### config.mk
export PLATFORM = sky130hd
export DESIGN_NAME = obl_fifo
export DESIGN_NICKNAME = d
export VERILOG_FILES = /design/src/hdl/obl_fifo.sv
export SDC_FILE = /design/constraint.sdc
export NUM_CORES = 1
export LEC_CHECK = 0
export BUFFER_PORTS_ARGS = -buffer_cell sky130_fd_sc_hd__buf_2
export CELL_PAD_IN_SITES_DETAIL_PLACEMENT = 1
export CELL_PAD_IN_SITES_GLOBAL_PLACEMENT = 2
export CORE_MARGIN = 1
export CORE_UTILIZATION = 36
export DETAILED_ROUTE_END_ITERATION = 12
export MAX_ROUTING_LAYER = met4
export PLACE_DENSITY_LB_ADDON = 0.12
export SLEW_MARGIN = 20
export SYNTH_ARGS = -nofsm -noshare
export SYNTH_HDL_FRONTEND = slang
export SYNTH_SLANG_ARGS = --single-unit
### constraint.sdc
create_clock -name clock -period 3.1 [get_ports clock]
set_clock_uncertainty 0.1 [all_clocks]
set_input_delay 0.31 -clock clock [delete_from_list [all_inputs] [get_ports clock]]
set_output_delay 0.31 -clock clock [all_outputs]
set_load 0.01 [all_outputs]
### src/hdl/obl_fifo.sv
`default_nettype none

module obl_fifo #(
   parameter int WIDTH = 8,
   parameter int DEPTH = 2
) (
   input  wire logic             clock,
   input  wire logic             reset,
   input  wire logic             push,
   input  wire logic [WIDTH-1:0] push_data,
   output logic                  full,
   input  wire logic             pop,
   output logic      [WIDTH-1:0] pop_data,
   output logic                  empty
);

   localparam int PW = $clog2(DEPTH);
   localparam int CW = $clog2(DEPTH + 1);

   logic [WIDTH-1:0] entries_ff [DEPTH];
   logic [PW-1:0]    wr_ptr_ff, wr_ptr_in;
   logic [PW-1:0]    rd_ptr_ff, rd_ptr_in;
   logic [CW-1:0]    count_ff, count_in;
   logic             do_push, do_pop;

   assign full     = (count_ff == CW'(DEPTH));
   assign empty    = (count_ff == '0);
   assign do_push  = push && !full;
   assign do_pop   = pop && !empty;
   assign pop_data = entries_ff[rd_ptr_ff];

   // pointer and occupancy update
   always_comb begin
      wr_ptr_in = wr_ptr_ff;
      rd_ptr_in = rd_ptr_ff;
      count_in  = count_ff;
      if (do_push) begin
         wr_ptr_in = (wr_ptr_ff == PW'(DEPTH - 1)) ? '0 : wr_ptr_ff + 1'b1;
      end
      if (do_pop) begin
         rd_ptr_in = (rd_ptr_ff == PW'(DEPTH - 1)) ? '0 : rd_ptr_ff + 1'b1;
      end
      unique case ({do_push, do_pop})
         2'b10:   count_in = count_ff + 1'b1;
         2'b01:   count_in = count_ff - 1'b1;
         default: count_in = count_ff;
      endcase
   end

   always_ff @(posedge clock) begin
      if (reset) begin
         wr_ptr_ff <= '0;
         rd_ptr_ff <= '0;
         count_ff  <= '0;
      end else begin
         wr_ptr_ff <= wr_ptr_in;
         rd_ptr_ff <= rd_ptr_in;
         count_ff  <= count_in;
      end
   end

   // entry storage
   always_ff @(posedge clock) begin
      if (do_push) begin
         entries_ff[wr_ptr_ff] <= push_data;
      end
   end

endmodule

`default_nettype wire

* After elaboration in Yosys (flattened, before gate mapping)
Memory sizes are Yosys's and may differ from the RTL's. A register that Yosys moved wholly into a read port is not among the register bits.
Cells that the tools add are included.
** Operators by class
- Div/mod/pow operators :: 0
- Muxes and demuxes :: 7
- Equality and inequality tests :: 3
- Magnitude comparators :: 0
- Add/subtract/negate cells :: 4
- Reduce and logical (&&, ||, !) cells :: 6
- Multiply operators :: 0
- Bitwise gates (word level) :: 0
- Shifts and indexed selects :: 0
** Operators with widths (count)
- $mux W1 :: 6
- $eq A2 B2 Y1 const B :: 2
- $pmux W2 S2 :: 1
- $add A1 B1 Y1 const B :: 2
- $add A2 B1 Y2 const B :: 1
- $eq A2 B1 Y1 const B :: 1
- $logic_and A1 B1 Y1 :: 2
- $logic_not A1 Y1 :: 2
- $logic_not A2 Y1 :: 1
- $reduce_bool A2 Y1 :: 1
- $sub A2 B1 Y2 const B :: 1
** Word-level totals
- Bits in latches :: 0
- Memory bits (writable) :: 16
- Memories kept :: 1
- Output and inout port bits :: 10
- Input bits :: 12
- Logic and storage cells :: 24
- Bits in registers :: 4
- Bits in read-only memories :: 0
** Memory list
- entries_ff :: words 2, width 8, read ports 1, clocked after Yosys merged registers in 1, write ports 1, line 20 : logic [WIDTH-1:0] entries_ff [DEPTH];

* Logic depth before layout (Yosys ltp)
- Depth in word-level cells :: 5
- Depth in mapped cells :: 6
- Mapped depth without buffers :: 6

* Worst setup path after synthesis
Ideal clock, no wire load.
- Path type :: register to register
- From :: register count_ff[0]
- To :: memory entries_ff[0][0], enable pin
- Setup time :: 324 ps
- Required time :: 2676 ps
- Slack :: 1578 ps
- Cell stages (with the launch flop) :: 5
- Arrival time :: 1098 ps
- Buffers on the path :: 0
- Clock period less this slack :: 1522 ps
- Cells stage by stage :: dfxtp_1 nand2b_2 inv_2 or3_1 inv_1
** Between the ends
- Word-level cells in the longest chain between the ends :: 5
** Ends and longest elaborated chain
- start: declaration :: line 23 : logic [CW-1:0] count_ff, count_in;
- start signal: assignment :: line 58 : count_ff <= count_in;
- $eq A2 B2 Y1 :: line 26 : assign full = (count_ff == CW'(DEPTH));
- named net full :: line 11 : output logic full,
- $logic_not A1 Y1 :: line 28 : assign do_push = push && !full;
- $logic_and A1 B1 Y1 :: line 28
- $mux W1 :: line 64 : if (do_push) begin
- $mux W1 (not written as such) :: line 65 : entries_ff[wr_ptr_ff] <= push_data;
- end: declaration :: line 20
The timed path passes the listed nets, and every way through them passes these cells.

==> results.toml <==
[final_layout]
final_cell_mix = "buf_2, edfxtp_1, mux2_2"
stdcell_area_um2 = 960.9
layout-drive-gt1-share_pct = 46.67
diodes = 0
nets = 89
final_common_cell = "buf_2"
final_core_util_pct = 47.52
syn_to_final_growth_pct = 20.38

[global_routing]
groute.usage.overall_pct = 12.86
grt_max_degree = 13
antenna_found_initial = 0
grt_pass1_vias = 484
overflow = 0
grt_pass1_wl_um = 2159

[route]
dr.pass1.iters = 2
wl_um = 1262
routedWlPerCell_um = 12.37
via_per_inst = 4.618
dr_total_vias = 471
drc = 0
postRouteAntennaNets = 0
drt-initial-drc-count = 3

[clocking]
cts_resized = 0
htreeDepth = 1
tritoncts = "done"
postCtsSetupBuffers = 0
clock_latency_ps = 290
clock-sinks = 21
hold_buffers = 0
numCtsBuffers = 3
root_buffer = "clkbuf_4"
clockBufferDepth = 2
path_clk_slew_ps = 110

[place]
routabilityCongestion = 0.6922
dp_hpwl_um = 964
io_buffers = 21
place_area_um2 = 933.4

[run]
drv_cap = 0

[synth]
synth_nets = 64
synth-seq-cells = 21
ys_seq_area_share_pct = 72.73
yosysUniqueCellTypes = 17
postSynthAreaPerCell_um2 = 15.65
syn-instance-count = 51
mappedNetlistArea_um2 = 798.3
ys_warn_count = 0

[setup_path]
max_stage_delay_ps = 540
critPathRequiredTime_ps = 2690
start_kind = "flop"
critPathMaxFanout = 8
crit_buf_inv = 1
path_delay_family = "flip-flops"
crit_arrival_ps = 1350
crit_path_top_delay_cell = "dfxtp_1"
cp-end-kind = "primary output"
path_cells = "mux2_2 > buf_2"
critPathKind = "reg2out"

[sta]
whs_ps = 96.78
fin_crit_ps = 1759
slew_headroom_pct = 75.55
rsz0062_at_grt = "no"
hold_violations = 0
finalMaxSlewViolations = 0
max_freq_mhz = 568.5
setup_violations = 0
finalSetupTns_ps = 0
timing.final.crit_share_pct = 56.74
worstMarginPinSlew_ps = 366.8

[pwr]
ir_drop_mv = 0.4264
power_density_nw_per_um2 = 800.4
leakage_nw = 0.3854

[floorplanning]
die_h_um = 49.09
die_w_um = 49.09
rows = 16
core_area_um2 = 2022
die-area_um2 = 2410
io_pins = 22
initial_core_util_pct = 39.48

[worst_hold_path]
worstHoldPathType = "in2reg"

[status]
outcome = "completed"
[cells in the mapped netlist]
| master | instances | area (um2) |
|---|---|---|
| nor2_1 | 4 | 15.01 |
| o21a_1 | 1 | 7.510 |
| mux2_2 | 8 | 90.09 |
| and3_1 | 1 | 6.260 |
| clkbuf_1 | 1 | 3.750 |
| a21oi_1 | 2 | 10.01 |
| ha_1 | 1 | 12.51 |
| inv_2 | 1 | 3.750 |
| edfxtp_1 | 16 | 480.5 |
| nand2b_2 | 1 | 8.760 |
| inv_1 | 2 | 7.510 |
| xor2_1 | 1 | 8.760 |
| o21ai_0 | 2 | 10.01 |
| dfxtp_1 | 5 | 100.1 |
| or3_1 | 2 | 12.51 |
| xnor2_1 | 2 | 17.52 |
| nand2_1 | 1 | 3.750 |
[worst reg2reg max path: cells and delay by family, from the launching register on]
| kind | cells | cell delay [ps] |
|---|---|---|
| simple gates | 2 | 510 |
| flops | 1 | 430 |
| buf+inv | 2 | 310 |
[registers in the layout, indices dropped and copies added, names as in the netlist, named ones only]
name and flops:
entries_ff 16, count_ff 2, rd_ptr_ff 1, wr_ptr_ff 1
[cell type report]
class                   count  area [um2]
fillers                   216        1061
flip-flops and latches     21       580.6
clock inverters             1       5.005
multi-input cells          26       202.7
well taps                  27       33.78
inverters                   3       11.26
repair buffers             21       105.1
clock buffers               3       22.52
[stage by stage]
stage / setup slack (ps) / power [mW] / instances
4_1_cts: 1301 / 0.7836 / 102
3_5_place_dp: 1415 / 0.6560 / 98
6_report: 1341 / 0.7691 / 102
3_3_place_gp: 1457 / 0.6496 / 98
2_1_floorplan: 1578 / 0.5701 / 51
5_1_grt: 1241 / 0.8286 / 102
[cells by family (layout without fill, tap and decap cells)]
family | after synthesis | count (layout) | share of synthesized area, %
AO/OA/AOI/OAI | 5 | 5 | 3.449
buffers and inverters | 4 | 28 | 1.880
adder cells (fa/ha/maj) | 1 | 1 | 1.567
AND/OR/NAND/NOR | 9 | 9 | 5.799
flip-flops | 21 | 21 | 72.73
multiplexers | 8 | 8 | 11.29
XOR/XNOR | 3 | 3 | 3.292
[layer usage]
layer | track usage, % | vias up | part of all wire, %
li1 | - | 229 | -
met5 | - | - | 0
met1 | 14.87 | 226 | 44
met2 | 21.23 | 14 | 52
met4 | 5.882 | 0 | 1.3
met3 | 2.804 | 2 | 3.0
[power breakdown]
group | switching, mW | internal, mW
combinational | 0.117 | 0.124
clock | 0.0780 | 0.0480
sequential | 0.0406 | 0.362
[worst paths after layout]
| kind | startpoint | to | slack (ps) | cells after the start |
|---|---|---|---|---|
| hold reg to reg | wr_ptr_ff | wr_ptr_ff | 400 | 2 |
| hold / removal | push_data[6] | entries_ff[0][6] | 100 | 1 |
| setup reg to reg | count_ff[0] | entries_ff[0][3] | 1430 | 4 |
| setup / recovery | flop | pop_data[5] | 1340 | 2 |
Power figures use the tool's default switching activity.
