===== config.mk =====
export PLATFORM = sky130hd
export DESIGN_NAME = obl_back
export DESIGN_NICKNAME = d
export VERILOG_FILES = /design/src/hdl/obl_pkg.sv /design/src/hdl/obl_back.sv
export SDC_FILE = /design/constraint.sdc
export NUM_CORES = 1
export LEC_CHECK = 0
export ABC_AREA = 0
export BUFFER_PORTS_ARGS = -buffer_cell sky130_fd_sc_hd__buf_2
export CAP_MARGIN = 15
export CORE_MARGIN = 2
export CORE_UTILIZATION = 54
export DETAILED_ROUTE_END_ITERATION = 8
export GPL_TIMING_DRIVEN = 0
export HOLD_SLACK_MARGIN = 0.15
export PLACE_DENSITY = 0.83
export SYNTH_ARGS = -nofsm -noshare
export SYNTH_HDL_FRONTEND = slang
export SYNTH_SLANG_ARGS = --single-unit

===== constraint.sdc =====
create_clock -name clock -period 19.39 [get_ports clock]
set_clock_uncertainty 0.15 [all_clocks]
set_input_delay 2.9085 -clock clock [delete_from_list [all_inputs] [get_ports clock]]
set_output_delay 2.9085 -clock clock [all_outputs]
set_load 0.01 [all_outputs]

===== src/hdl/obl_pkg.sv =====
`default_nettype none

package obl_pkg;

   // field widths fixed by the request and response formats
   localparam int SHIFT_W    = 5;
   localparam int LIST_W     = 14;
   localparam int CSR_INDEX_W = 2;
   localparam int CSR_DATA_W = 6;

   // queue depths between the parts
   localparam int CMD_DEPTH = 4;
   localparam int RSP_DEPTH = 2;

   // request operations
   localparam logic OP_WRITE  = 1'b0;
   localparam logic OP_LOOKUP = 1'b1;

   // register indexes of the configuration port
   localparam logic [CSR_INDEX_W-1:0] CSR_BLOCK_WIDTH_SHIFT = 2'd0;
   localparam logic [CSR_INDEX_W-1:0] CSR_Z_PLACE_SHIFT     = 2'd1;
   localparam logic [CSR_INDEX_W-1:0] CSR_Y_PLACE_SHIFT     = 2'd2;

   // place shift code that selects a single root when both shifts carry it
   localparam logic [CSR_DATA_W-1:0] PLACE_SINGLE = 6'h3F;

   // command kinds passed from the front to the back
   localparam logic [1:0] CMD_WRITE  = 2'd0;
   localparam logic [1:0] CMD_LOOKUP = 2'd1;
   localparam logic [1:0] CMD_FAULT  = 2'd2;

   typedef struct packed {
      logic               operation;
      logic [11:0]        word_index;
      logic signed [31:0] word_value;
      logic [31:0]        coord_x;
      logic [31:0]        coord_y;
      logic [31:0]        coord_z;
   } req_type;

   typedef struct packed {
      logic [LIST_W-1:0]  list_address;
      logic [SHIFT_W-1:0] final_shift;
      logic               error;
   } rsp_type;

   // index holds the write word index or the root word index
   typedef struct packed {
      logic [1:0]         kind;
      logic [SHIFT_W-1:0] shift;
      logic [31:0]        index;
      logic [31:0]        data;
      logic [31:0]        x;
      logic [31:0]        y;
      logic [31:0]        z;
   } cmd_type;

endpackage

`default_nettype wire


===== src/hdl/obl_back.sv =====
`default_nettype none

module obl_back #(
   parameter int MEM_WORDS = 4096
) (
   input  wire logic                         clock,
   input  wire logic                         reset,
   input  wire logic                         cmd_empty,
   input  wire obl_pkg::cmd_type             cmd_data,
   output logic                              cmd_pop,
   input  wire logic                         res_full,
   output logic                              res_push,
   output obl_pkg::rsp_type                  res_data,
   output logic                              ram_wr_en,
   output logic [$clog2(MEM_WORDS)-1:0]      ram_wr_addr,
   output logic [31:0]                       ram_wr_data,
   output logic                              ram_rd_en,
   output logic [$clog2(MEM_WORDS)-1:0]      ram_rd_addr,
   input  wire logic [31:0]                  ram_rd_data
);

   import obl_pkg::*;

   localparam int AW    = $clog2(MEM_WORDS);
   localparam int OFF_W = AW + 2;
   localparam int AT_W  = AW + 3;
   localparam int SUM_W = ((AW + 2) > 31 ? (AW + 2) : 31) + 1;
   localparam logic [AT_W-1:0]  AT_LIMIT  = AT_W'(4 * MEM_WORDS);
   localparam logic [SUM_W-1:0] SUM_LIMIT = SUM_W'(4 * MEM_WORDS);

   localparam logic [1:0] ST_IDLE = 2'd0;
   localparam logic [1:0] ST_ADDR = 2'd1;
   localparam logic [1:0] ST_WAIT = 2'd2;

   logic [1:0]         state_ff, state_in;
   logic [OFF_W-1:0]   base_ff, base_in;
   logic               big_ff, big_in;
   logic [OFF_W-1:0]   offset_ff, offset_in;
   logic [SHIFT_W-1:0] shift_ff, shift_in;
   logic [31:0]        x_ff, x_in, y_ff, y_in, z_ff, z_in;
   logic [AT_W-1:0]    at;
   logic               at_bad;
   logic [SUM_W-1:0]   sum;
   logic               leaf_good;

   // byte address of the next word and the sum of base and word
   assign at        = AT_W'(base_ff) + AT_W'(offset_ff);
   assign at_bad    = big_ff || (at[1:0] != 2'b00) || (at >= AT_LIMIT);
   assign sum       = SUM_W'(base_ff) + SUM_W'(ram_rd_data[30:0]);
   assign leaf_good = (sum[1:0] == 2'b00) && (sum < SUM_LIMIT);

   // walk sequencer
   always_comb begin
      state_in    = state_ff;
      base_in     = base_ff;
      big_in      = big_ff;
      offset_in   = offset_ff;
      shift_in    = shift_ff;
      x_in        = x_ff;
      y_in        = y_ff;
      z_in        = z_ff;
      cmd_pop     = 1'b0;
      res_push    = 1'b0;
      res_data    = '{list_address: '0, final_shift: shift_ff, error: 1'b1};
      ram_wr_en   = 1'b0;
      ram_wr_addr = cmd_data.index[AW-1:0];
      ram_wr_data = cmd_data.data;
      ram_rd_en   = 1'b0;
      ram_rd_addr = at[AW+1:2];
      unique case (state_ff)
         ST_IDLE: begin
            if (!cmd_empty) begin
               unique case (cmd_data.kind)
                  CMD_WRITE: begin
                     ram_wr_en = 1'b1;
                     cmd_pop   = 1'b1;
                  end
                  CMD_FAULT: begin
                     res_data.final_shift = cmd_data.shift;
                     if (!res_full) begin
                        res_push = 1'b1;
                        cmd_pop  = 1'b1;
                     end
                  end
                  CMD_LOOKUP: begin
                     cmd_pop   = 1'b1;
                     base_in   = '0;
                     big_in    = 1'b0;
                     offset_in = {cmd_data.index[AW-1:0], 2'b00};
                     shift_in  = cmd_data.shift;
                     x_in      = cmd_data.x;
                     y_in      = cmd_data.y;
                     z_in      = cmd_data.z;
                     state_in  = ST_ADDR;
                  end
                  default: cmd_pop = 1'b1;
               endcase
            end
         end
         ST_ADDR: begin
            if (at_bad) begin
               if (!res_full) begin
                  res_push = 1'b1;
                  state_in = ST_IDLE;
               end
            end else begin
               ram_rd_en = 1'b1;
               state_in  = ST_WAIT;
            end
         end
         ST_WAIT: begin
            if (ram_rd_data[31]) begin
               // leaf marker ends the walk
               res_data.list_address = leaf_good ? sum[LIST_W-1:0] : '0;
               res_data.error        = !leaf_good;
               if (!res_full) begin
                  res_push = 1'b1;
                  state_in = ST_IDLE;
               end
            end else if (shift_ff == '0) begin
               if (!res_full) begin
                  res_push = 1'b1;
                  state_in = ST_IDLE;
               end
            end else begin
               // descend one level into the child picked by z, y, x
               base_in   = sum[OFF_W-1:0];
               big_in    = (sum >= SUM_LIMIT);
               shift_in  = shift_ff - 1'b1;
               offset_in = OFF_W'({z_ff[shift_in], y_ff[shift_in], x_ff[shift_in], 2'b00});
               state_in  = ST_ADDR;
            end
         end
         default: state_in = ST_IDLE;
      endcase
   end

   always_ff @(posedge clock) begin
      if (reset) begin
         state_ff <= ST_IDLE;
      end else begin
         state_ff <= state_in;
      end
   end

   // walk context
   always_ff @(posedge clock) begin
      base_ff   <= base_in;
      big_ff    <= big_in;
      offset_ff <= offset_in;
      shift_ff  <= shift_in;
      x_ff      <= x_in;
      y_ff      <= y_in;
      z_ff      <= z_in;
   end

   // memory port is used for one access at a time
   assert property (@(posedge clock) disable iff (reset) !(ram_rd_en && ram_wr_en))
      else $error("read and write issued together");

   // a word is consumed only after its read was issued
   assert property (@(posedge clock) disable iff (reset)
      (state_ff == ST_WAIT) |-> ($past(state_ff) == ST_ADDR || $past(state_ff) == ST_WAIT))
      else $error("word consumed without a read");

   // each level down lowers the shift by one
   assert property (@(posedge clock) disable iff (reset)
      (state_ff == ST_WAIT && state_in == ST_ADDR) |=> (shift_ff == $past(shift_ff) - 5'd1))
      else $error("shift not lowered on descent");

   // results only go to a queue with room
   assert property (@(posedge clock) disable iff (reset) res_push |-> !res_full)
      else $error("result pushed into a full queue");

endmodule

`default_nettype wire


## Word level (Yosys, flattened, before mapping)

Cells that the tools add are included.

- Register bits: 132
- Input bits: 203
- Output and inout port bits: 80
- Word-level logic and storage cells: 93

- Add/sub/neg operators: 3
- $lt $le $gt $ge: 4
- Equal/unequal tests: 8
- Mux-type cells: 56
- Bitwise gates (word level): 1
- Reductions and logical operators: 13

Operator list:

| kind | number |
|---|---|
| $mux W14 | 11 |
| $pmux W14 S2 | 2 |
| $mux W5 | 7 |
| $add A14 B31 Y32 | 1 |
| $ge A32 B15 Y1 const B | 1 |
| $lt A32 B15 Y1 const B | 1 |
| $mux W1 | 23 |
| $add A14 B14 Y15 | 1 |
| $bmux W1 S5 | 3 |
| $ge A15 B15 Y1 const B | 1 |
| $mux W2 | 6 |
| $pmux W5 S2 | 1 |
| $logic_not A2 Y1 | 3 |
| $lt A5 B6 Y1 const B | 1 |
| $ne A2 B2 Y1 const B | 3 |
| $pmux W2 S3 | 1 |
| $logic_not A5 Y1 | 1 |
| $reduce_and A5 Y1 | 1 |
| $sub A5 B1 Y5 const B | 1 |
| $eq A2 B1 Y1 const B | 2 |
| $eq A2 B2 Y1 const B | 2 |
| $reduce_bool A2 Y1 | 2 |
| $pmux W1 S3 | 1 |
| $reduce_and A3 Y1 | 1 |
| 7 further kinds | 8 |

## Longest topological paths before layout

- Depth after elaboration: 6
- Depth in mapped cells: 12

## Least setup slack after synthesis

Ideal clock, no wire load.

- Kind: input-to-reg
- Start point: in cmd_data[165] in the netlist's numbering
- End point: reg x_ff[0], enable pin
- Library setup time: 688 ps
- Arrival time: 10230 ps
- Required time: 18552 ps
- Slack: 8322 ps
- Stages on the path: 3
- Cell sequence: inv_1 nor3_1 nor3b_1

- Cells in the longest elaborated chain, start to end: 2

RTL lines:

| element | RTL line | RTL |
|---|---|---|
| from (decl) | obl_back.sv:9 | `input wire obl_pkg::cmd_type cmd_data,` |
| $eq A2 B1 Y1 | obl_back.sv:73 | `unique case (cmd_data.kind)` |
| $reduce_and A3 Y1 (no source line) | - |  |
| to (signal assigned) | obl_back.sv:152 | `x_ff <= x_in;` |
| to (decl) | obl_back.sv:40 | `logic [31:0] x_ff, x_in, y_ff, y_in, z_ff, z_in;` |

No other way between the ends.
A chain may end at the register's enable or synchronous reset.

==> qor.csv <==
metric,value,unit
status,completed,
H-tree lvl count,4,
total wire length,20200,um
"commonest non-fill, non-tap cell in the layout",buf_2,
Avg WL per Cell,19.6,um
pwr/cell area,83.0,nW/um^2
sequential power share,0.409,
Synth async-reset ratio,0,
critical path class,in -> out,
clock sink count,130,
Final Hold Viols,0,
slew at the pin closest to its max-slew limit,1.06,ns
hold depth,3,
most frequent cells in the layout,"230 x buf_2, 128 x edfxtp_1, 59 x buf_4, 43 x nor2_1, 36 x nand2_1",
reg-to-reg setup timing slack,14.67,ns
min Tclk post-route,9.40,ns
P_leak,3.98,nW
Row Count,42,
hold_sp,state_ff[0],
switching share of total power,0.226,
post-route ant nets,0,
GRT Total Usage,0.281,
synthesis-to-layout area growth,29.1,%
initial cell density of the core,0.554,
GP Congestion,0.942,
hold endpoint,state_ff[1],
Max Clk Rate,106,MHz
relative max-transition margin,0.290,
worst path cell trace,"buf_2, ha_1, buf_2, a21o_1, a21oi_2, o21ai_1, a2bb2oi_1, nand4_1, a2111o_1, or3_1, or4_4, buf_6, nor3_1, buf_2",
Root Buffer,clkbuf_16,
highest net fanout along the worst path,10,
clock power share,0.464,
Skew-Pair Late Insertion Delay,0.43,ns
Syn Area/Cell,12.5,sq um
RSZ-0062 raised after global routing,no,
slowest CP cell,or4_4,
Synth Warn #,0,
Seq cells post-synth,130,
Slew Limit Fails,0,
CTS resizes,0,
DIE AREA,14500,sq um
XOR/XNOR Fraction of Synth Area,0.0239,
internal cell power,0.000608,W
"CTS clk-pin slew, worst paths",0.06,ns
"most used cell, CP",buf_2,
Worst Reg-to-Reg Cells,10,
total CTS buffers,17,
launch point of the worst reg-to-reg path,shift_ff[0],
post-layout util,0.715,
fin nets,1074,
CTS tree,done,
share of cells above drive strength 1,0.441,
sequential share of the synthesized area,0.529,
drt via density,5.78,
synth unique cells,61,
complex-gate fraction of the synthesized area,0.0943,
initial antenna violation count,3,
Critical Path AT,6.34,ns
CP required,16.33,ns
Post-route DRC,0,
Synth Cell Area,7340,sq um
grt ovf,0,
CP peak stage delay,0.52,ns
# hold bufs at CTS,0,
adder-cell area share of the yosys netlist,0.0515,
Hold Path Class,reg -> reg,
Top-Level Pins,283,
Mapped Cells,587,
DR iter-0 viols,616,
setup violators final,0,
dominant synthesized flop cell,edfxtp_1,
mux cell area share after synthesis,0.108,
Worst setup SP type,input port,
pin count of the biggest net entering global routing,22,
Simple-Gate Fraction of Synth Area,0.113,
kind of end point of the critical path,output pin,
Sw Pwr,0.000178,W
max_cap viols,0,
I/O Buffers,226,
Post-CTS Setup Repair Bufs,0,
Fin Setup TNS,0,ns
Die Width,121,um
VDD IR-drop max,110,uV
fin area,9470,sq um
largest family of logic cells by synthesized area,simple AND/OR/NAND/NOR gates,
post-DP HPWL,15000,um
Post-synth EDFFs,128,
first-pass GRT wire length,30300,um
DR pass1 iterations,5,
Post-DP Area,8800,sq um
Reg2Reg Capture Point,offset_ff[4],
Max Buffers Root-to-Sink,2,
Gate power share,0.127,
Die H,121,um
vias in the first global route,5936,
routed via count,5955,
Core ar.,13200,sq um
period utilization,0.485,
-- metrics by stage --
stage	cells	hold WS, ns	setup slack, ns	power [W]
3_5_place_dp	998	0.572	10.05	0.000425
2_1_floorplan	588	0.466	8.32	0.000386
6_report	1031	0.600	9.99	0.000786
5_1_grt	1031	0.675	9.85	0.000809
4_1_cts	1028	0.582	10.03	0.000786
3_3_place_gp	990	0.510	6.42	0.000422
-- synthesized netlist by cell type (5+ instances only) --
master	n	area [sq um]
edfxtp_1	128	3840
buf_4	58	435
nor2_1	43	161
nand2_1	36	135
mux4_2	30	676
o21ai_0	28	140
ha_1	27	338
a21oi_1	26	130
nor3_1	19	95.1
inv_1	15	56.3
and2_1	14	87.6
nand3_1	14	70.1
xnor2_1	14	123
a21o_1	12	90.1
clkbuf_1	9	33.8
o21a_1	8	60.1
mux2i_1	6	60.1
nand4_1	6	37.5
nor2b_1	6	37.5
xor2_1	6	52.6
mux2_2	5	56.3
-- per-layer routing --
layer	vias up	wire length, um	global-route usage
li1	2687	-	-
met1	2805	7510	0.332
met2	395	10100	0.473
met3	66	1890	0.0778
met4	2	704	0.137
met5	-	13	0
-- power by group through the flow --
stage	clock [W]	sequential, W	combinational (W)
2_1_floorplan	0	0.000327	0.0000588
3_3_place_gp	0	0.000328	0.0000932
3_5_place_dp	0	0.000327	0.0000980
4_1_cts	0.000366	0.000321	0.0000990
5_1_grt	0.000378	0.000322	0.000108
6_report	0.000364	0.000321	0.000100
-- critical path: cells and delay by family --
| kind | cells | cell delay [ns] |
|---|---|---|
| buf+inv | 4 | 0.63 |
| simple gates | 4 | 1.30 |
| fa+ha+maj | 1 | 0.27 |
| compound gates | 5 | 1.22 |
-- cells by family after synthesis --
group	after synthesis
AND/OR/NAND/NOR	167
buffers and inverters	91
adder cells (fa/ha/maj)	29
AO/OA/AOI/OAI	108
other	1
flip-flops	130
XOR/XNOR	20
multiplexers	41
-- flip-flops by register name, summed over array words and instances (netlist names) --
name / cells
y_ff: 32
x_ff: 32
offset_ff: 12
base_ff: 14
z_ff: 32
state_ff: 2
shift_ff: 5
big_ff: 1
-- layout make-up --
class	count	area (sq um)
clock buffer	17	425
inverter	15	56.3
antenna	2	5.00
clock inverter	13	233
sequential	130	3880
timing repair buffer	235	1240
multi-input combinational	367	2880
buffer	76	524
tap	176	220
fill	884	3770
-- how the worst max path moves through the flow --
stage / from / endpoint / slack, ns
after floorplan: cmd_data[165] / x_ff[0] / 8.32
after global placement: cmd_data[165] / y_ff[7] / 6.42
after detailed placement: ram_rd_data[6] / res_data[8] / 10.05
after CTS: ram_rd_data[6] / res_data[8] / 10.03
after global routing: ram_rd_data[12] / res_data[17] / 9.85
final: ram_rd_data[12] / res_data[19] / 9.99
Power figures use the tool's default switching activity.
